--- src/hw/rtl/vdr_divider.sv ---
`default_nettype none
// ----------------------------------------------------------------------------
// vdr_divider: restoring radix-2 unsigned divider
// One quotient bit per cycle; quotient and remainder held when done.
// ----------------------------------------------------------------------------
module vdr_divider (
  input  wire logic        clk,
  input  wire logic        rst,
  input  wire logic        start,
  input  wire logic [63:0] dividend,
  input  wire logic [63:0] divisor,
  output logic             done,
  output logic [63:0]      quotient
);

  logic [63:0] rem;
  logic [63:0] quo;
  logic [63:0] dsr;
  logic [6:0]  cnt;
  logic        busy;
  logic [64:0] trial;

  // shift in next dividend bit and try subtract
  assign trial = {rem, quo[63]} - {1'b0, dsr};

  always_ff @(posedge clk) begin
    if (rst) begin
      busy <= 1'b0;
      done <= 1'b0;
      cnt  <= '0;
    end else begin
      done <= 1'b0;
      if (start) begin
        busy <= 1'b1;
        rem  <= '0;
        quo  <= dividend;
        dsr  <= divisor;
        cnt  <= 7'd64;
      end else if (busy) begin
        if (!trial[64]) begin
          rem <= trial[63:0];
          quo <= {quo[62:0], 1'b1};
        end else begin
          rem <= {rem[62:0], quo[63]};
          quo <= {quo[62:0], 1'b0};
        end
        cnt <= cnt - 7'd1;
        if (cnt == 7'd1) begin
          busy <= 1'b0;
          done <= 1'b1;
        end
      end
    end
  end

  assign quotient = quo;

endmodule
`default_nettype wire

--- config.mk ---
export PLATFORM = sky130hd
export DESIGN_NAME = vdr_divider
export DESIGN_NICKNAME = d
export VERILOG_FILES = /design/src/hw/rtl/vdr_divider.sv
export SDC_FILE = /design/constraint.sdc
export NUM_CORES = 1
export LEC_CHECK = 0
export ABC_AREA = 1
export BUFFER_PORTS_ARGS = -buffer_cell sky130_fd_sc_hd__buf_2
export CORE_UTILIZATION = 51
export CTS_BUF_LIST = sky130_fd_sc_hd__clkbuf_2
export DETAILED_ROUTE_END_ITERATION = 16
export GPL_TIMING_DRIVEN = 0
export MAX_ROUTING_LAYER = met4
export PLACE_DENSITY_LB_ADDON = 0.15
export REMOVE_ABC_BUFFERS = 1
export SETUP_SLACK_MARGIN = 0.02
export SYNTH_ARGS = -nofsm -noshare
export SYNTH_HDL_FRONTEND = slang
export SYNTH_SLANG_ARGS = --single-unit
--- constraint.sdc ---
create_clock -name clk -period 21.9 [get_ports clk]
set_clock_uncertainty 0.2 [all_clocks]
set_input_delay 1.095 -clock clk [delete_from_list [all_inputs] [get_ports clk]]
set_output_delay 1.095 -clock clk [all_outputs]
set_load 0.1 [all_outputs]
=== Word-level counts from Yosys, hierarchy flattened ===
Cells that the tools add are included.

* Memory bits (writable): 0
* Output and inout bits: 65
* Bits in latches: 0
* Bits in read-only memories: 0
* Bits in registers: 201
* Memories: 0
* Word-level logic and storage cells: 28
* Input bits: 131

* Bitwise gates (word level): 2
* $mul: 0
* Mux-type cells: 11
* Magnitude comparators: 0
* Add/sub/neg operators: 2
* Divide/modulo/power cells: 0
* Eq/ne operators: 1
* Shift-type cells: 0
* Reduce and logical (&&, ||, !) cells: 5

{| class="wikitable"
|+ Operator list
! kind !! count
|-
| 64-bit 2-to-1 mux || 4
|-
| 65-bit by 64-bit subtractor with 65-bit output || 1
|-
| 7-bit 2-to-1 mux || 2
|-
| 7-bit by 1-bit == test with 1-bit output (second input constant) || 1
|-
| 7-bit by 1-bit subtractor with 7-bit output (second input constant) || 1
|-
| 1-bit 2-to-1 mux || 5
|-
| 2-bit AND reduction || 2
|-
| 3-bit OR reduction || 1
|-
| 1-bit NOT || 2
|-
| 2-bit nonzero test || 1
|-
| 2-bit OR reduction || 1
|}

=== Depth between registers and ports, before layout ===
* Depth after elaboration: 4
* Gate-level depth with buffers: 20
* Mapped depth without buffers: 19

=== Least setup slack after synthesis ===
No wires, ideal clock.

* Path kind: in2reg
* Start point: input port start
* End point: register quo[0], in the netlist quotient[0], enable pin
* Arrival: 7.568 ns
* Library setup time: 0.661 ns
* Data required time: 21.039 ns
* Slack: 13.471 ns
* Path buffers: 1
* Stages on the path: 3
* Path through: inv_1 clkbuf_1 a21oi_1

* Longest elaborated chain between the ends: 2

{| class="wikitable"
|+ RTL lines
! item !! RTL line !! text
|-
| start: declaration || 9 || <nowiki>input wire logic start,</nowiki>
|-
| 2-bit nonzero test (no source line) || -- ||
|-
| 2-bit AND reduction (no source line) || -- ||
|-
| end signal: assignment || 36 || <nowiki>quo <= dividend;</nowiki>
|-
| end signal: assignment || 42 || <nowiki>quo <= {quo[62:0], 1'b1};</nowiki>
|-
| end signal: assignment || 45 || <nowiki>quo <= {quo[62:0], 1'b0};</nowiki>
|-
| end: declaration || 17 || <nowiki>logic [63:0] quo;</nowiki>
|}

Every way passes these cells.
A chain may end at the register's enable or synchronous reset.

=== Worst setup path after layout ===
* Start point: input port start
* End point: register dsr[17], enable pin

* Longest elaborated chain between the ends: 1

{| class="wikitable"
|+ RTL lines
! item !! RTL line !! text
|-
| 2-bit AND reduction (no source line) || -- ||
|-
| end signal: assignment || 37 || <nowiki>dsr <= divisor;</nowiki>
|-
| end: declaration || 18 || <nowiki>logic [63:0] dsr;</nowiki>
|}

Every way passes these cells.

==> results.md <==
- Max H-tree Level: 2
- Outcome: finished clean
- Comb pwr share: 38.3%
- Synth area leaders: edfxtp_1 40%, nand2_1 24%, inv_1 11%
- Sequential area share after synthesis: between 40 and 50%
- Crit path DAT: slightly above 4000 ps
- Die area: about 29000 um2
- Num ports: 196
- CP Launch Type: primary input
- Clock network fraction of design power: 21.8%
- FF-to-FF End: rem[21]
- Asr flop ratio synth: 0%
- Post-synthesis cell type count: 39
- RD Place Congestion: between 0.9 and 1
- Overall power: 1200 uW
- Synth Register Bits: approximately 200
- Critical hold path startpoint: divisor[7]
- Initial core utilization: 52.1%
- Vias/cell: about 5
- Crit-path cells: buf_2 > inv_4 > buf_16 > nor2_4 > buf_12
- First-pass GRT wire length: about 65000 um
- Detailed-router iteration count before antenna repair: 5
- Syn Inst Count: between 2000 and 2500
- LEAKAGE: 0.00910 uW
- Worst slew pin tran: between 1000 and 1500 ps
- Nature of the critical path endpoint: flip-flop
- Post-CTS Resized: 0
- Post-route minimum period: 3830 ps
- RSZ-0062 raised after global routing: false
- Type of the worst setup path: in2reg
- Hold Fails Final Rpt: 0
- Cts bufs inserted: 52
- Clock Pin Slew Worst Setup and Hold Paths: approximately 130 ps
- R2R depth: 19
- Internal: slightly below 700 uW
- Largest delay share family, worst path: buffers and inverters
- Mean area per synthesized cell: just under 7 um2
- Crit path depth: 5
- Postcts setup bufs: 0
- Most common cell in the synthesized netlist: nand2_1
- Fin Setup TNS: 0 ps
- Sw power: 512 uW
- Commonest cells in the netlist: 936 x nand2_1, 411 x inv_1, 230 x nor2_1
- Nets: between 2000 and 3000
- Total grt overflow: 0
- Die Wd: 171 um
- Dominant synthesized flop cell: edfxtp_1
- Hold_ws: ~200 ps
- R2r startpoint: quotient[63]
- WP buf/inv: 4
- Clock Tree Buf Depth: 3
- Max-slew violation count: 0
- WL/cell: between 10 and 15 um
- Hold_buf cts: 0
- Total Routing Usage GR: slightly below 30%
- Core ar.: approximately 28000 um2
- Maximum vdd ir drop: 0.0584 mV
- Area post-placement: ~16000 um2
- Largest net degree at the start of global routing: between 80 and 90
- Critical Path Slowest Stage Cell: buf_2
- Final Setup Violations: 0
- Layout cells sized above 1: 13.5%
- Via count: ~14000
- Fin area: ~16000 um2
- Rel. slew slack: between 20% and 30%
- Hpwl dp: 33100 um
- Crit path largest cell delay: around 860 ps
- Die Y: ~170 um
- Flop pwr share: 39.9%
- Initial antenna violation count: 1
- Final period util: ~17%
- Reg-to-reg setup timing slack: roughly 18000 ps
- WHS Path Cells: 1
- PortBufs: between 150 and 200
- Post-route DRC: 0
- Final wirelength: 41600 um
- 1st-iter DRT viols: approximately 990
- Worst Hold End: dsr[7]
- CTS tree: built
- Insertion delay of the later-clocked pin in the worst-skew pair: slightly below 900 ps
- Path category of the worst min-delay check: in2reg
- Share of the synthesized area in the top cell type: 39.6%
- Dominant cell type by area after synthesis: edfxtp_1
- Switching part of the total: between 40% and 50%
- Post-synth EDFFs: 192
- Root Driver: clkbuf_2
- Synthesis-to-finish area growth: 12.9%
- F_max: 261 MHz
- Worst-path fanout max: 86
- Number of global-route vias before repair: ~13000
- Critical path data required time: 22200 ps
- Post-DRT Antenna Nets: 0
- PwrDens: roughly 73 nW/um2
- Core Rows: 61
- Yosys Warn Count: 0
- Max-cap check violation count: 0
- # clock sinks: 201
- Cell Area, Synth: 14500 um2
## cells by family after synthesis
group                      after synthesis  share of synthesized area [%]
DFF                                    201                           40.9
xor gates and xnor gates                31                           1.87
AOI/OAI and AO/OA                       80                           3.04
adders and majority gates               67                           5.82
and+or+nand+nor                       1307                           36.1
buffers and inverters                  455                           12.3
## metal layers
layer / vias up / track usage (%) / wire length (um)
met4: 0 / 9.59 / 1040
met2: 490 / 46.1 / 18400
met5: - / - / 0
li1: 6972 / - / -
met1: 6035 / 39.4 / 18700
met3: 68 / 5.25 / 3500
## area by class of cell
type	instances	area (um2)
repair buffers	202	1120
clock inverters	20	91.3
multi-input cells	1485	6820
diodes	2	5.00
inverters	421	1580
flip-flops and latches	201	5950
clock buffers	75	375
fillers	2757	11500
well taps	378	473
## power by group through the flow
stage                     Clock (uW)  Combinational, uW  Sequential, uW
final                            262                461             479
after CTS                        273                457             479
after global routing             289                513             483
after floorplan                    0                276             544
after detailed placement           0                455             487
after global placement             0                447             493
## through the flow
stage               std cells  setup slack, ps  utilization (%)
global placement         2680             5770             56.5
detailed placement       2687            17230             57.1
global route             2784            17900             58.8
finish                   2784            18070             58.8
floorplan                2107            12200                -
CTS                      2782            18170             58.8
## flip-flops by register name, summed over array words and instances, names as in the netlist
signal and flops:
cnt 7, quotient 64, busy 1, dsr 64
rem 64, done 1
## worst max-delay path by stage
stage | start | to
floorplan | start | quotient[0]
global placement | start | rem[21]
detailed placement | start | dsr[18]
CTS | start | dsr[20]
global route | start | dsr[17]
finish | start | dsr[17]
## placed cells by master (no fill, tap or decap), types with 3 or more instances in the layout
master | netlist | routed
buf_2 | 1 | 195
clkinv_1 | 1 | 14
ha_1 | 66 | 66
nand2_1 | 936 | 936
nand2_2 | 8 | 8
dfxtp_1 | 9 | 9
nor3_1 | 17 | 17
nor2_2 | 6 | 6
nand2_4 | 4 | 4
a21oi_1 | 60 | 59
nor4_1 | 3 | 3
nor2_1 | 230 | 229
xor2_1 | 31 | 31
nand3_1 | 61 | 61
buf_12 | 0 | 6
inv_1 | 411 | 410
nand3b_1 | 14 | 14
nor2_4 | 4 | 5
inv_2 | 9 | 9
clkbuf_2 | 0 | 75
edfxtp_1 | 192 | 192
o21ai_0 | 7 | 7
o21bai_1 | 9 | 9
nand4_1 | 14 | 14
clkinv_2 | 0 | 5
No activity file was read; power rests on OpenSTA's default activity.
