`src/hw/rtl/vdr_pkg.sv`:
```
`default_nettype none
// ----------------------------------------------------------------------------
// vdr_pkg: shared types and constants of the dead-reckoning block
// Item and result words, CORDIC tables, fixed-point constants.
// ----------------------------------------------------------------------------
package vdr_pkg;

  typedef struct packed {
    logic [1:0]         kind;
    logic signed [15:0] control_value;
  } vdr_in_t;

  typedef struct packed {
    logic signed [39:0] pos_x;
    logic signed [39:0] pos_z;
    logic [31:0]        heading;
    logic signed [31:0] speed;
  } vdr_out_t;

  localparam logic [1:0] KIND_TICK  = 2'd0;
  localparam logic [1:0] KIND_STEER = 2'd1;
  localparam logic [1:0] KIND_PEDAL = 2'd2;

  localparam logic signed [33:0] FULL_TURN    = 34'sd3019898880;
  localparam logic signed [33:0] HALF_TURN    = 34'sd1509949440;
  localparam logic signed [33:0] QUARTER_TURN = 34'sd754974720;
  localparam logic signed [33:0] CORDIC_START = 34'sd652032874;
  localparam int unsigned        CORDIC_ITERS = 24;

  // arctangent of 2^-i in degrees, Q23
  function automatic logic [28:0] atan_q23(input logic [4:0] i);
    logic [28:0] r;
    case (i)
      5'd0:  r = 29'd377487360;
      5'd1:  r = 29'd222843801;
      5'd2:  r = 29'd117744544;
      5'd3:  r = 29'd59768969;
      5'd4:  r = 29'd30000467;
      5'd5:  r = 29'd15014858;
      5'd6:  r = 29'd7509261;
      5'd7:  r = 29'd3754860;
      5'd8:  r = 29'd1877459;
      5'd9:  r = 29'd938733;
      5'd10: r = 29'd469367;
      5'd11: r = 29'd234683;
      5'd12: r = 29'd117342;
      5'd13: r = 29'd58671;
      5'd14: r = 29'd29335;
      5'd15: r = 29'd14668;
      5'd16: r = 29'd7334;
      5'd17: r = 29'd3667;
      5'd18: r = 29'd1833;
      5'd19: r = 29'd917;
      5'd20: r = 29'd458;
      5'd21: r = 29'd229;
      5'd22: r = 29'd115;
      5'd23: r = 29'd57;
      default: r = '0;
    endcase
    return r;
  endfunction

endpackage
`default_nettype wire

```
`src/hw/rtl/vdr_cordic.sv`:
```
`default_nettype none
// ----------------------------------------------------------------------------
// vdr_cordic: iterative degree-domain CORDIC
// Folds heading to [-90,90], then 24 rotation steps; Q30 sine and cosine.
// ----------------------------------------------------------------------------
module vdr_cordic
  import vdr_pkg::*;
(
  input  wire logic        clk,
  input  wire logic        rst,
  input  wire logic        start,
  input  wire logic [31:0] angle,
  output logic             done,
  output logic signed [33:0] sin_q30,
  output logic signed [33:0] cos_q30
);

  logic signed [33:0] a, x, y;
  logic               neg;
  logic [4:0]         step;
  logic               busy;
  logic signed [33:0] a0, a1;
  logic               neg0;
  logic signed [33:0] ys, xs, at;

  // fold the angle into [-90, 90]
  always_comb begin
    a0   = $signed({2'b00, angle});
    if (a0 > HALF_TURN) a0 = a0 - FULL_TURN;
    a1   = a0;
    neg0 = 1'b0;
    if (a0 > QUARTER_TURN) begin
      a1 = a0 - HALF_TURN;
      neg0 = 1'b1;
    end else if (a0 < -QUARTER_TURN) begin
      a1 = a0 + HALF_TURN;
      neg0 = 1'b1;
    end
  end

  // arithmetic shift floors toward minus infinity
  assign ys = y >>> step;
  assign xs = x >>> step;
  assign at = $signed({5'b0, atan_q23(step)});

  always_ff @(posedge clk) begin
    if (rst) begin
      busy <= 1'b0;
      done <= 1'b0;
      step <= '0;
    end else begin
      done <= 1'b0;
      if (start) begin
        busy <= 1'b1;
        a    <= a1;
        neg  <= neg0;
        x    <= CORDIC_START;
        y    <= '0;
        step <= '0;
      end else if (busy) begin
        if (!a[33]) begin
          x <= x - ys;
          y <= y + xs;
          a <= a - at;
        end else begin
          x <= x + ys;
          y <= y - xs;
          a <= a + at;
        end
        step <= step + 5'd1;
        if (step == 5'(CORDIC_ITERS - 1)) begin
          busy <= 1'b0;
          done <= 1'b1;
        end
      end
    end
  end

  assign sin_q30 = neg ? -y : y;
  assign cos_q30 = neg ? -x : x;

endmodule
`default_nettype wire
```
`config.mk`:
```
export PLATFORM = sky130hd
export DESIGN_NAME = vdr_cordic
export DESIGN_NICKNAME = d
export VERILOG_FILES = /design/src/hw/rtl/vdr_pkg.sv /design/src/hw/rtl/vdr_cordic.sv
export SDC_FILE = /design/constraint.sdc
export NUM_CORES = 1
export LEC_CHECK = 0
export BUFFER_PORTS_ARGS = -buffer_cell sky130_fd_sc_hd__buf_2
export CAP_MARGIN = 20
export CELL_PAD_IN_SITES_DETAIL_PLACEMENT = 0
export CELL_PAD_IN_SITES_GLOBAL_PLACEMENT = 2
export CORE_MARGIN = 2
export CORE_UTILIZATION = 42
export DETAILED_ROUTE_END_ITERATION = 10
export GPL_ROUTABILITY_DRIVEN = 0
export PLACE_DENSITY = 0.95
export REMOVE_ABC_BUFFERS = 1
export SYNTH_ARGS = -nofsm -noshare
export SYNTH_HDL_FRONTEND = slang
export SYNTH_SLANG_ARGS = --single-unit
```
`constraint.sdc`:
```
create_clock -name clk -period 13.3 [get_ports clk]
set_clock_uncertainty 0.05 [all_clocks]
set_input_delay 1.33 -clock clk [delete_from_list [all_inputs] [get_ports clk]]
set_output_delay 1.33 -clock clk [all_outputs]
set_load 0.01 [all_outputs]
```
# --- Word level (Yosys, flattened, before mapping) ---
# Memory sizes are Yosys's and may differ from the RTL's. A register that Yosys moved wholly into a read port is not among the register bits.
# Cells that the tools add are included.
totals:
  out_inout_bits: 69
  word_cells: 52
  ff_bits: 110
  mem_bits_ro: 928
  memories: 1
  in_bits: 35
mem_list:
  columns: ["memory", "words", "word_bits", "rd", "rd_clocked_by_memory_dff", "wr", "line_no", "text"]
  rows:
  - ["(name not given)", 32, 29, 1, 1, 0, "vdr_pkg.sv:33", "case (i)"]
op_classes:
  eq_ne: 1
  shifts: 2
  order_cmp: 3
  add_sub_neg: 12
  bitwise: 2
  n_reduce_logical: 5
  n_mux: 19
op_table:
  columns: ["cell", "count"]
  rows:
  - ["$mux W34", 12]
  - ["$add A34 B34 Y34", 2]
  - ["$neg A34 Y34", 2]
  - ["$sshr A34 B5 Y34", 2]
  - ["$sub A34 B34 Y34", 2]
  - ["$add A34 B30 Y34", 1]
  - ["$add A34 B32 Y34 const B", 1]
  - ["$gt A34 B31 Y1 const B", 1]
  - ["$lt A34 B31 Y1 const B", 1]
  - ["$sub A34 B30 Y34", 1]
  - ["$sub A34 B32 Y34 const B", 1]
  - ["$sub A32 B32 Y33 const B", 1]
  - ["$gt A32 B31 Y1 const B", 1]
  - ["$mux W5", 2]
  - ["$add A5 B1 Y5 const B", 1]
  - ["$eq A5 B5 Y1 const B", 1]
  - ["$mux W1", 5]
  - ["$reduce_and A2 Y1", 2]
  - ["$reduce_or A3 Y1", 1]
  - ["$not A1 Y1", 2]
  - ["$reduce_bool A2 Y1", 1]
  - ["$reduce_or A2 Y1", 1]

# --- Depth between registers and ports, before layout ---
# Gate-level depths: netlist of run 1.
logic_depth:
  depth_word: 6
  depth_mapped: 29
  mapped_depth_nobuf: 24

# --- Least setup slack after synthesis of run 1 ---
# Ideal clock, no wire load.
synth_path:
  path_kind: "in2reg"
  startpoint: "input start"
  endpoint: "register a[0] (enable)"
  cell_stages: 4
  setup_ns: 0.565
  path_slack_ns: 6.485
  arrival_time_ns: 6.200
  n_path_buf: 2
  required_time_ns: 12.685
  cell_sequence: "clkbuf_1 > clkbuf_1 > nor2_1 > nor2_1"
synth_via:
  elab_chain_cells: 2
synth_rtl:
  columns: ["item", "line_no", "text"]
  rows:
  - ["from (decl)", "vdr_cordic.sv:11", "input wire logic start,"]
  - ["$reduce_bool A2 Y1 (no source line)", null, null]
  - ["$reduce_and A2 Y1 (no source line)", null, null]
  - ["to (signal assigned)", "vdr_cordic.sv:64", "a <= a - at;"]
  - ["to (signal assigned)", "vdr_cordic.sv:68", "a <= a + at;"]
  - ["to (decl)", "vdr_cordic.sv:18", "logic signed [33:0] a, x, y;"]
# No other way between the ends.
# A chain may end at the register's enable or synchronous reset.

# --- Final worst setup path of run 1 ---
layout_path:
  startpoint: "register step[1]"
  endpoint: "register x[33] (data pin)"
layout_via:
  elab_chain_cells: 4
  elab_cells_between_ends: 5
  cone_classes: "add/sub: 2; shift: 1; mux: 2"
layout_rtl:
  columns: ["item", "line_no", "text"]
  rows:
  - ["from (decl)", "vdr_cordic.sv:20", "logic [4:0] step;"]
  - ["from (signal assigned)", "vdr_cordic.sv:70", "step <= step + 5'd1;"]
  - ["$sshr A34 B5 Y34 *", "vdr_cordic.sv:42", "assign ys = y >>> step;"]
  - ["$sub A34 B34 Y34 / $add A34 B34 Y34 (equally long branches)", "vdr_cordic.sv:62, vdr_cordic.sv:66", null]
  - ["$mux W34 *", "vdr_cordic.sv:61", "if (!a[33]) begin"]
  - ["$mux W34 *", "vdr_cordic.sv:60", "end else if (busy) begin"]
  - ["to (signal assigned)", "vdr_cordic.sv:62", "x <= x - ys;"]
  - ["to (signal assigned)", "vdr_cordic.sv:66", "x <= x + ys;"]
  - ["to (decl)", "vdr_cordic.sv:18", null]
# Every way passes the cells marked *; elsewhere a longest branch is shown, timed or not. The select of a mux whose other input is x is not followed.

==> results of run 1 <==
==> worst max-delay path: stages (launching register included) <==
cell and delay (ns):
sky130_fd_sc_hd__dfxtp_4 0.75, sky130_fd_sc_hd__buf_4 0.63, sky130_fd_sc_hd__buf_4 0.80, sky130_fd_sc_hd__mux2i_1 0.33
sky130_fd_sc_hd__a21oi_1 0.14, sky130_fd_sc_hd__a222oi_1 0.63, sky130_fd_sc_hd__ha_1 0.28, sky130_fd_sc_hd__inv_1 0.06
sky130_fd_sc_hd__a31o_2 0.21, sky130_fd_sc_hd__nor4_1 0.43, sky130_fd_sc_hd__nor2b_1 0.39, sky130_fd_sc_hd__and2_1 0.29
sky130_fd_sc_hd__a21oi_1 0.11, sky130_fd_sc_hd__xnor2_1 0.15, sky130_fd_sc_hd__ha_1 0.38, sky130_fd_sc_hd__a22o_1 0.22
sky130_fd_sc_hd__o31ai_1 0.23, sky130_fd_sc_hd__o21ai_0 0.18, sky130_fd_sc_hd__a22o_1 0.23, sky130_fd_sc_hd__a31oi_1 0.23
sky130_fd_sc_hd__a31oi_1 0.18, sky130_fd_sc_hd__a21o_1 0.22, sky130_fd_sc_hd__a311oi_1 0.31, sky130_fd_sc_hd__xnor3_1 0.19
sky130_fd_sc_hd__nor2_1 0.04
==> sequential cells by signal, indices dropped and copies added (netlist names) <==
register / flops
neg: 1
x: 34
y: 34
busy: 1
a: 34
done: 1
step: 5
at: 29
==> cells by family after synthesis <==
group / after synthesis / synth area share, %
compound gates: 730 / 24.3
simple gates: 723 / 17.1
buf+inv: 245 / 5.33
xor+xnor: 236 / 10.5
mux: 202 / 15.7
flops: 139 / 19.2
fa+ha+maj: 124 / 7.93
==> per-stage QoR <==
step,power (mW),util (%)
final,3.97,45.3
after global routing,4.27,45.3
after CTS,3.94,45.3
after detailed placement,3.42,44.0
after global placement,3.38,44.0
after floorplan,2.73,-
==> placed cells by master, fill, tap and decap left out, types with 71 or more instances in the layout <==
cell type,count
sky130_fd_sc_hd__nand2_1,224
sky130_fd_sc_hd__nor2_1,223
sky130_fd_sc_hd__a21oi_1,176
sky130_fd_sc_hd__xnor2_1,153
sky130_fd_sc_hd__o21ai_0,139
sky130_fd_sc_hd__ha_1,121
sky130_fd_sc_hd__edfxtp_1,103
sky130_fd_sc_hd__buf_2,102
sky130_fd_sc_hd__mux4_2,83
sky130_fd_sc_hd__xor2_1,82
sky130_fd_sc_hd__mux2i_1,71
==> cell type report <==
type                    instances  share of cell area (%)
multi-input cells            2015                    71.0
flip-flops and latches        139                    18.1
well taps                     607                    3.60
repair buffers                123                    3.16
clock buffers                  18                    2.13
inverters                      72                    1.28
clock inverters                14                   0.705
==> power by group <==
part           switching (mW)  internal [mW]
combinational            1.42           1.14
clock                   0.228          0.276
sequential              0.291          0.620
total                    1.94           2.04
==> worst paths after layout <==
check,to,slack (ns),cells past startpoint
min reg2reg,busy,0.47,1
max reg2reg,x[33],5.32,24
min,busy,0.47,1
max,x[33],5.32,24
==> routing by layer <==
| layer | wire length, um | vias to the layer above | global-route usage [%] |
|---|---|---|---|
| met5 | 0 | - | 0 |
| met4 | 3100 | 0 | 12.4 |
| met3 | 5370 | 212 | 5.91 |
| met2 | 30400 | 932 | 43.0 |
| met1 | 26600 | 9094 | 32.7 |
| li1 | - | 8929 | - |
==> reports/qor.tcl, run 1 <==
set qor(post_cts.repair.setup_buffers) 0
set qor(multi_input_comb_area_um2) 15000
set qor(vias) 19167
set qor(leakage_nw) 8.24
set qor(hold_start) {step[3]}
set qor(synth_area_um2) 19900
set qor(first_global_vias) 18267
set qor(fillers) 4575
set qor(hpwl_mm) 48.4
set qor(ff_latch_area_um2) 3830
set qor(yosys.area.top_type) {sky130_fd_sc_hd__edfxtp_1}
set qor(synth-seq-area-share_pct) 19.2
set qor(hold_path.class) {flop to flop}
set qor(drt_first_iter_violations) 2242
set qor(final_period_minus_worst_setup_slack_ns) 7.98
set qor(maxSlewViolCount) 0
set qor(dieArea_um2) 49000
set qor(grt_max_degree) 83
set qor(timing.max_cap.violations) 0
set qor(max_transition_margin_pct) 34.2
set qor(syn_area_per_cell_um2) 8.28
set qor(post_place_cell_area_um2) 20500
set qor(total_wire_length_mm) 65.5
set qor(post_synth_main_area_contributors) {sky130_fd_sc_hd__edfxtp_1 (16%), sky130_fd_sc_hd__mux4_2 (9.4%), sky130_fd_sc_hd__ha_1 (7.6%), sky130_fd_sc_hd__xnor2_1 (6.7%), sky130_fd_sc_hd__a21oi_1 (4.4%)}
set qor(vias_per_cell) 6.41
set qor(max_freq_ghz) 0.125
set qor(grtUsageTotal_pct) 26.2
set qor(cts_resized) 0
set qor(cts_num_sinks) 139
set qor(synth-async-reset-ratio_pct) 0
set qor(area_growth_pct) 6.35
set qor(longest_clk_path_bufs) 2
set qor(fin_ws_ns) 5.32
set qor(netlist_top_cells_count) {sky130_fd_sc_hd__nand2_1 (224), sky130_fd_sc_hd__nor2_1 (224), sky130_fd_sc_hd__a21oi_1 (176), sky130_fd_sc_hd__xnor2_1 (153), sky130_fd_sc_hd__o21ai_0 (139)}
set qor(worstSkewPairLatency_ns) 0.49
set qor(setup.worst_path.start_class) {flop}
set qor(postLayoutCellArea_um2) 21100
set qor(hold_slack_ns) 0.471
set qor(startpoint) {step[1]}
set qor(ant_nets) 0
set qor(core.rowCount) 79
set qor(report.final.hold_viol_count) 0
set qor(antenna_diodes) 0
set qor(final_layout_size_suffix_gt1_share_pct) 13.6
set qor(wp_data_arrival_ns) 8.14
set qor(place_inst) 2956
set qor(pwr_density_cell_nw_per_um2) 188
set qor(worst-path-max-fanout) 62
set qor(place_ws_ns) 5.50
set qor(number_of_i_o_port_buffers) 103
set qor(clkSlewWorstSetupHoldPaths_ns) 0.08
set qor(failed_checks) {design-rule violations}
set qor(cts.htree.levels) 4
set qor(antenna_violations_before_repair) 0
set qor(postSynthRegisterBits) 139
set qor(endpoint_type_of_the_worst_setup_path) {flop}
set qor(holdBufCountCts) 0
set qor(die-height_um) 221
set qor(final.setup.tns_ns) 0
set qor(outcome) {complete, but fails checks}
set qor(grt_first_pass_wirelength_mm) 103
set qor(initial_core_util_pct) 42.6
set qor(drcViolationCount) 4
set qor(numCtsBuffers) 17
set qor(netlist_instances) 2399
set qor(dominantRegCellSynth) {sky130_fd_sc_hd__edfxtp_1}
set qor(fp.coreArea_um2) 46700
set qor(grt-ovfl-total) 0
set qor(timing_worst_setup_path_type) {flop to flop}
set qor(nets) 2527
set qor(vdd_drop_max_mv) 0.0907
set qor(instances_no_fill) 2988
set qor(yosys.cell_types.count) 87
set qor(synth.top_cell.area_share_pct) 15.6
set qor(wl_per_cell_um) 21.9
set qor(synth-edff-count) 103
set qor(worst_pin_slew_ns) 0.987
set qor(clockRootBuffer) {sky130_fd_sc_hd__clkbuf_16}
set qor(r2r_start) {step[1]}
set qor(period_share_pct) 60.0
set qor(syn_warnings) 0
set qor(tritoncts) {done}
set qor(detailedRoute.firstPassIterationCount) 9
set qor(report.final.setup_viol) 0
set qor(top_level_ports) 104
set qor(chipWidth_um) 221
set qor(grt_setup_unrepaired) {false}
set qor(worstPathRequired_ns) 13.46
(Power assumes the default switching activity.)
==> run 2: changes to the inputs <==
--- a/config.mk
+++ b/config.mk
@@ -5,15 +5,16 @@
 export SDC_FILE = /design/constraint.sdc
 export NUM_CORES = 1
 export LEC_CHECK = 0
+export ABC_AREA = 1
 export BUFFER_PORTS_ARGS = -buffer_cell sky130_fd_sc_hd__buf_2
 export CAP_MARGIN = 20
 export CELL_PAD_IN_SITES_DETAIL_PLACEMENT = 0
 export CELL_PAD_IN_SITES_GLOBAL_PLACEMENT = 2
 export CORE_MARGIN = 2
-export CORE_UTILIZATION = 42
+export CORE_UTILIZATION = 31
 export DETAILED_ROUTE_END_ITERATION = 10
 export GPL_ROUTABILITY_DRIVEN = 0
-export PLACE_DENSITY = 0.95
+export PLACE_DENSITY = 0.86
 export REMOVE_ABC_BUFFERS = 1
 export SYNTH_ARGS = -nofsm -noshare
 export SYNTH_HDL_FRONTEND = slang
==> constraint.sdc (replaced) <==
create_clock -name clk -period 6.7 [get_ports clk]
set_clock_uncertainty 0.05 [all_clocks]
set_input_delay 0.67 -clock clk [delete_from_list [all_inputs] [get_ports clk]]
set_output_delay 0.67 -clock clk [all_outputs]
set_load 0.01 [all_outputs]
==> run 2 against run 1 <==
  * The run now ends clean
  * Power grew 73%
  * Clock power grew 97%
  * Sequential cell count is the same
  * Critical path type unchanged
  * Critical endpoint is now y[24]
==> reports/qor.tcl, run 2 <==
set qor(cts_num_sinks) 139 ;# unchanged
set qor(drcViolationCount) 0 ;# -4
set qor(layout.cells.most_common_list) {sky130_fd_sc_hd__nand2_1 (828), sky130_fd_sc_hd__nand3_1 (492), sky130_fd_sc_hd__inv_1 (309)}
set qor(cts_resized) 0 ;# unchanged
set qor(r2r.worst_path.cells) 26 ;# +8.3%
set qor(final_layout_size_suffix_gt1_share_pct) 8.50 ;# -5.1 points
set qor(hpwl_mm) 56.4 ;# +17%
set qor(area_growth_pct) 8.91
set qor(first_global_vias) 20038 ;# +9.7%
set qor(post_cts.repair.setup_buffers) 0 ;# unchanged
set qor(max_transition_margin_pct) 31.5 ;# -2.7 points
set qor(post_synth_main_area_contributors) {sky130_fd_sc_hd__nand2_1 (16%), sky130_fd_sc_hd__edfxtp_1 (16%), sky130_fd_sc_hd__nand3_1 (13%), sky130_fd_sc_hd__ha_1 (7.8%), sky130_fd_sc_hd__inv_1 (6.0%)}
set qor(pwr_density_cell_nw_per_um2) 324 ;# +72%
set qor(period_share_pct) 81.8 ;# +22 points
set qor(max_freq_ghz) 0.182 ;# +46%
set qor(timing_worst_setup_path_type) {flop to flop}
set qor(syn_area_per_cell_um2) 6.09 ;# -26%
set qor(grt_first_pass_wirelength_mm) 114 ;# +11%
set qor(antenna_diodes) 0 ;# unchanged
set qor(fin_ws_ns) 1.22 ;# -4.10 ns
set qor(crit_slowest_cell) {sky130_fd_sc_hd__a21boi_0}
set qor(vias) 21109 ;# +10%
set qor(worstSkewPairLatency_ns) 0.51 ;# +0.02 ns
set qor(clkSlewWorstSetupHoldPaths_ns) 0.07 ;# about the same
set qor(min_delay_path_depth) 3 ;# +2
set qor(netlist_instances) 3192 ;# +33%
set qor(synth_area_um2) 19400 ;# -2.1%
set qor(worstPathBufferInverterCount) 4 ;# +1
set qor(clockRootBuffer) {sky130_fd_sc_hd__clkbuf_16}
set qor(dominantRegCellSynth) {sky130_fd_sc_hd__edfxtp_1}
set qor(cts.htree.levels) 4 ;# unchanged
set qor(fp.coreArea_um2) 61800 ;# +33%
set qor(number_of_i_o_port_buffers) 103 ;# unchanged
set qor(initial_core_util_pct) 31.4 ;# -11 points
set qor(timing.max_cap.violations) 0 ;# unchanged
set qor(dieArea_um2) 64700 ;# +32%
set qor(chipWidth_um) 254 ;# +15%
set qor(biggest_cell_delay_along_the_critical_path_ns) 0.43 ;# -0.37 ns
set qor(detailedRoute.firstPassIterationCount) 6 ;# -3
set qor(reg_top3) {a x34, x x34, y x34}
set qor(worst-path-max-fanout) 43 ;# -31%
set qor(yosys.cell_types.count) 59 ;# -32%
set qor(ant_nets) 0 ;# unchanged
set qor(yosys.area.top_type) {sky130_fd_sc_hd__nand2_1}
set qor(longest_clk_path_bufs) 2 ;# unchanged
set qor(netlist_top_cells_count) {sky130_fd_sc_hd__nand2_1 (828), sky130_fd_sc_hd__nand3_1 (492), sky130_fd_sc_hd__inv_1 (311), sky130_fd_sc_hd__nor2_1 (305), sky130_fd_sc_hd__a21oi_1 (208)}
set qor(grt_setup_unrepaired) {false}
set qor(syn_warnings) 0 ;# unchanged
set qor(die-height_um) 254 ;# +15%
set qor(critical_path_cell_count) 26 ;# +8.3%
set qor(nets) 3383 ;# +34%
set qor(top_level_ports) 104 ;# unchanged
set qor(wp_data_arrival_ns) 5.69 ;# -2.45 ns
set qor(grtUsageTotal_pct) 22.5 ;# -3.7 points
set qor(crit_top_cell) {sky130_fd_sc_hd__nand2_1}
set qor(synth-async-reset-ratio_pct) 0 ;# unchanged
set qor(outcome) {finished clean}
set qor(vdd_drop_max_mv) 0.248 ;# +170%
set qor(hold_path.class) {input pin to flop}
set qor(worst_pin_slew_ns) 1.02 ;# +0.0329 ns
set qor(vias_per_cell) 5.18 ;# -19%
set qor(numCtsBuffers) 17 ;# unchanged
set qor(antenna_violations_before_repair) 0 ;# unchanged
set qor(report.final.setup_viol) 0 ;# unchanged
set qor(synth-edff-count) 103 ;# unchanged
set qor(synth-seq-area-share_pct) 19.6 ;# +0.41 points
set qor(tritoncts) {done}
set qor(grt_max_degree) 69 ;# -17%
set qor(synth.top_cell.area_share_pct) 16.0 ;# +0.41 points
set qor(post-synth-top-count-cell) {sky130_fd_sc_hd__nand2_1}
set qor(mostFrequentLayoutCell) {sky130_fd_sc_hd__nand2_1}
set qor(final_period_minus_worst_setup_slack_ns) 5.48 ;# -2.50 ns
set qor(endpoint_type_of_the_worst_setup_path) {flop}
set qor(setup.worst_path.start_class) {flop}
set qor(core.rowCount) 91 ;# +15%
set qor(place_ws_ns) 1.39 ;# -4.11 ns
set qor(power.total_mw) 6.86 ;# +73%
set qor(total_wire_length_mm) 71.7 ;# +9.5%
set qor(grt-ovfl-total) 0 ;# unchanged
set qor(leakage_nw) 10.0 ;# +22%
set qor(drt_first_iter_violations) 1503 ;# -33%
set qor(postSynthRegisterBits) 139 ;# unchanged
set qor(report.final.hold_viol_count) 0 ;# unchanged
set qor(worstPathRequired_ns) 6.91 ;# -6.55 ns
set qor(holdBufCountCts) 0 ;# unchanged
set qor(critical_path.top_delay_family) {simple AND/OR/NAND/NOR gates}
set qor(wl_per_cell_um) 17.6 ;# -20%
set qor(maxSlewViolCount) 0 ;# unchanged
[run 2: cell count changes in the layout (fill, tap and decap cells not counted), sizes merged, moves of 48 or more]
cell,change
nand3,+463
a21o,-59
nand2,+622
xnor2,-110
mux2,-48
mux4,-83
inv,+260
nor2,+99
mux2i,-71
[run 2: logic make-up after synthesis]
kind of cell / share of synthesized area [%]
AOI/OAI and AO/OA: 15.2
xor gates and xnor gates: 6.94
adders and majority gates: 8.10
buffers and inverters: 9.42
DFF: 19.6
and+or+nand+nor: 40.7
[run 2: per-layer routing]
layer	global-route usage, %	wire [um]	share of wire (%)	up-vias
met5	0	0	0	-
met2	38.1	33900	47	561
li1	-	-	-	10808
met3	3.03	3260	4.5	77
met4	6.40	1420	2.0	0
met1	29.8	33100	46	9663
[run 2: final cells by class]
cell class	instances	area [um^2]
well taps	837	1050
clock inverters	15	150
fillers	6908	40700
repair buffers	127	696
clock buffers	17	425
flip-flops and latches	139	3820
inverters	327	1230
multi-input cells	2612	13800
[run 2: worst paths after layout]
kind	startpoint	end	slack, ns
worst max-delay path	step[0]	y[24]	1.22
worst min-delay path	angle[19]	a[19]	0.40
worst max register to register	step[0]	y[24]	1.22
worst min register to register	busy	step[1]	0.56
[run 2: worst register-to-register path: cells and delay by family (launching register included)]
kind / cells / cell delay, ns
flops: 1 / 0.35
simple gates: 14 / 1.51
fa+ha+maj: 2 / 0.58
buf+inv: 4 / 1.14
compound gates: 5 / 1.35
xor+xnor: 1 / 0.25
[run 2: power by group]
group          internal, mW  leakage (nW)  switching [mW]  total [mW]
registers              1.16          1.28           0.293        1.45
clock network         0.494         0.287           0.498       0.993
logic                  1.50          8.47            2.92        4.42
total                  3.16          10.0            3.71        6.86
[run 2: stage by stage]
step,cell area [um^2],utilization [%],instances,hold WS (ns),setup TNS [ns]
after floorplan,18800,-,3078,0.513,-36.65
after global placement,20600,33.3,4042,0.557,0
after detailed placement,20600,33.3,4042,0.565,0
after CTS,21200,34.2,4074,0.360,0
after global routing,21200,34.2,4074,0.388,0
final,21200,34.2,4074,0.399,0
==> run 3: changes to the inputs <==
==> constraint.sdc (replaced) <==
create_clock -name clk -period 4.7 [get_ports clk]
set_clock_uncertainty 0.05 [all_clocks]
set_input_delay 0.47 -clock clk [delete_from_list [all_inputs] [get_ports clk]]
set_output_delay 0.47 -clock clk [all_outputs]
set_load 0.01 [all_outputs]
==> run 3 against run 2 <==
  * Core utilization up 2.5 points
  * Setup slack worse by 0.89 ns
  * Combinational power grew 66%
  * Sequential share of layout area down 1.2 points
  * Critical path type unchanged
==> reports/qor.tcl, run 3 (synthesis results as in run 2) <==
set qor(outcome) {finished clean}
set qor(endpoint_type_of_the_worst_setup_path) {flop}
set qor(drt_first_iter_violations) 1645 ;# +9.4%
set qor(grtUsageMet3_pct) 2.78 ;# -0.26 points
set qor(tritoncts) {done}
set qor(postLayoutCellArea_um2) 22700 ;# +7.3%
set qor(report.final.setup_viol) 0 ;# unchanged
set qor(initial_core_util_pct) 31.4 ;# unchanged
set qor(met2_usage_pct) 38.5 ;# +0.40 points
set qor(max_transition_margin_pct) 39.4 ;# +7.9 points
set qor(min_delay_worst_endpoint) {a[14]}
set qor(dieArea_um2) 64700 ;# unchanged
set qor(reg_top3) {a x34, x x34, y x34}
set qor(layout.cells.most_common_list) {sky130_fd_sc_hd__nand2_1 (825), sky130_fd_sc_hd__nand3_1 (492), sky130_fd_sc_hd__inv_1 (309)}
set qor(pwr_density_cell_nw_per_um2) 474 ;# +46%
set qor(hold_path.class) {input pin to flop}
set qor(setup.worst_path.start_class) {flop}
set qor(grt-ovfl-total) 0 ;# unchanged
set qor(place_ws_ns) 0.169 ;# -1.23 ns
set qor(top_level_ports) 104 ;# unchanged
set qor(mostFrequentLayoutCell) {sky130_fd_sc_hd__nand2_1}
set qor(report.final.hold_viol_count) 0 ;# unchanged
set qor(post_place_cell_area_um2) 21900 ;# +6.5%
set qor(fillers) 6899 ;# -0.13%
set qor(antenna_diodes) 0 ;# unchanged
set qor(final.setup.tns_ns) 0 ;# unchanged
set qor(leakage_nw) 10.9 ;# +8.4%
set qor(vdd_drop_max_mv) 0.345 ;# +39%
set qor(detailedRoute.firstPassIterationCount) 5 ;# -1
set qor(numCtsBuffers) 17 ;# unchanged
set qor(worst-path-max-fanout) 6 ;# -86%
set qor(ant_nets) 0 ;# unchanged
set qor(vias_per_cell) 5.14 ;# -0.75%
set qor(wp_data_arrival_ns) 4.59 ;# -1.10 ns
set qor(rrSetupSlack_ns) 0.33 ;# -0.89 ns
set qor(fp.coreArea_um2) 61800 ;# unchanged
set qor(worstSkewPairLatency_ns) 0.51 ;# about the same
set qor(max_freq_ghz) 0.229 ;# +25%
set qor(cts_num_sinks) 139 ;# unchanged
set qor(grt_most_used_layer) {met2}
set qor(crit_path_cell_trace) {nand2_1, nand3_1, nand3_1, nand2_1, nand2_1, nand2_1, nand2_1, nand2_1, nor2_1, nand2_1, nor3_1, nand2_1, nand2_1, nand2_1, a21oi_1, ha_1, a21o_1, a21oi_1, nor2_1, a2111oi_1, nand2_1, o21ai_0, a21oi_1}
set qor(multi_input_comb_area_um2) 14000 ;# +1.4%
set qor(total_wire_length_mm) 74.4 ;# +3.7%
set qor(die-height_um) 254 ;# unchanged
set qor(timing.max_cap.violations) 0 ;# unchanged
set qor(crit_slowest_cell) {sky130_fd_sc_hd__edfxtp_1}
set qor(holdBufCountCts) 0 ;# unchanged
set qor(nets) 3534 ;# +4.5%
set qor(worst_pin_slew_ns) 0.910 ;# -0.111 ns
set qor(fin_ws_ns) 0.329 ;# -0.888 ns
set qor(vias) 21727 ;# +2.9%
set qor(core.rowCount) 91 ;# unchanged
set qor(r2r_start) {y[33]}
set qor(hpwl_mm) 58.8 ;# +4.2%
set qor(grt_first_pass_wirelength_mm) 116 ;# +1.5%
set qor(r2r.worst_path.cells) 23 ;# -12%
set qor(final_layout_size_suffix_gt1_share_pct) 13.6 ;# +5.1 points
set qor(clockRootBuffer) {sky130_fd_sc_hd__clkbuf_16}
set qor(chipWidth_um) 254 ;# unchanged
set qor(ff_latch_area_um2) 3820 ;# about the same
set qor(wl_per_cell_um) 17.6 ;# about the same
set qor(area_growth_pct) 16.9
set qor(drcViolationCount) 0 ;# unchanged
set qor(grtUsageTotal_pct) 23.0 ;# +0.53 points
set qor(final_period_minus_worst_setup_slack_ns) 4.37 ;# -1.11 ns
set qor(clkSlewWorstSetupHoldPaths_ns) 0.07 ;# about the same
set qor(worstPathRequired_ns) 4.92 ;# -1.99 ns
set qor(grt_max_degree) 70 ;# +1.4%
set qor(cts.htree.levels) 4 ;# unchanged
set qor(period_share_pct) 93.0 ;# +11 points
set qor(timing_worst_setup_path_type) {flop to flop}
set qor(maxSlewViolCount) 0 ;# unchanged
set qor(biggest_cell_delay_along_the_critical_path_ns) 0.59 ;# +0.16 ns
set qor(number_of_i_o_port_buffers) 103 ;# unchanged
set qor(min_delay_path_depth) 3 ;# unchanged
set qor(first_global_vias) 20499 ;# +2.3%
set qor(antenna_violations_before_repair) 1 ;# +1
set qor(hold_start) {angle[14]}
set qor(grt.met1_usage_pct) 30.5 ;# +0.62 points
set qor(regToRegEndpoint) {x[32]}
set qor(crit_top_cell) {sky130_fd_sc_hd__nand2_1}
set qor(longest_clk_path_bufs) 2 ;# unchanged
==> run 3: changes by cell type in the layout (fill, tap and decap cells not counted), moves of 6 or more <==
cell and change:
sky130_fd_sc_hd__a21oi_1 -6, sky130_fd_sc_hd__a21oi_2 +6, sky130_fd_sc_hd__buf_12 +17, sky130_fd_sc_hd__buf_4 +134, sky130_fd_sc_hd__o21ai_0 -11, sky130_fd_sc_hd__o21ai_1 +9
==> run 3: timing repair <==
action | in CTS | in global routing
setup buffers | 0 | 2
endpoints found under the setup margin | 0 | 32
gates resized for setup | 0 | 61
==> run 3: per-stage QoR <==
step / cells / hold WS [ns] / total power [mW] / util (%)
after floorplan: 3078 / 0.496 / 6.45 / -
after global placement: 4191 / 0.553 / 9.12 / 35.5
after detailed placement: 4191 / 0.562 / 9.12 / 35.5
after CTS: 4223 / 0.158 / 10.6 / 36.4
after global routing: 4225 / 0.190 / 11.8 / 36.8
final: 4225 / 0.180 / 10.8 / 36.8
==> run 3: worst max-delay path: cells and delay by family (launching register included) <==
family	cells	cell delay (ns)
and+or+nand+nor	16	1.89
DFF	1	0.59
AOI/OAI and AO/OA	6	1.20
adders and majority gates	1	0.34
==> run 3: layer usage <==
metal  vias up  wire length (um)  part of all wire, %
met3       107              2790                  3.7
met4         2              2330                  3.1
met5         -                13                0.017
met2       526             34900                   47
met1      9983             34300                   46
li1      11109                 -                    -
==> run 3: layout make-up <==
cell class	instances	area share, %
clock buffer	19	2.09
clock inverter	13	0.517
inverter	327	5.42
multi-input combinational	2612	61.6
sequential	139	16.8
tap	837	4.61
timing repair buffer	278	8.98
==> run 3: how the worst max path moves through the flow <==
stage	to	cells past startpoint	start	slack (ns)
finish	x[32]	23	y[33]	0.33
global route	x[33]	27	step[0]	-0.004
CTS	y[24]	29	step[0]	0.14
detailed placement	y[24]	30	step[0]	0.17
global placement	x[30]	26	step[0]	0.25
floorplan	a[0]	2	start	-2.16
==> run 3: where the power goes <==
| part | switching (mW) | total [mW] | internal, mW |
|---|---|---|---|
| clock | 0.698 | 1.46 | 0.758 |
| combinational | 4.52 | 7.33 | 2.82 |
| sequential | 0.341 | 1.99 | 1.65 |
| total | 5.55 | 10.8 | 5.23 |
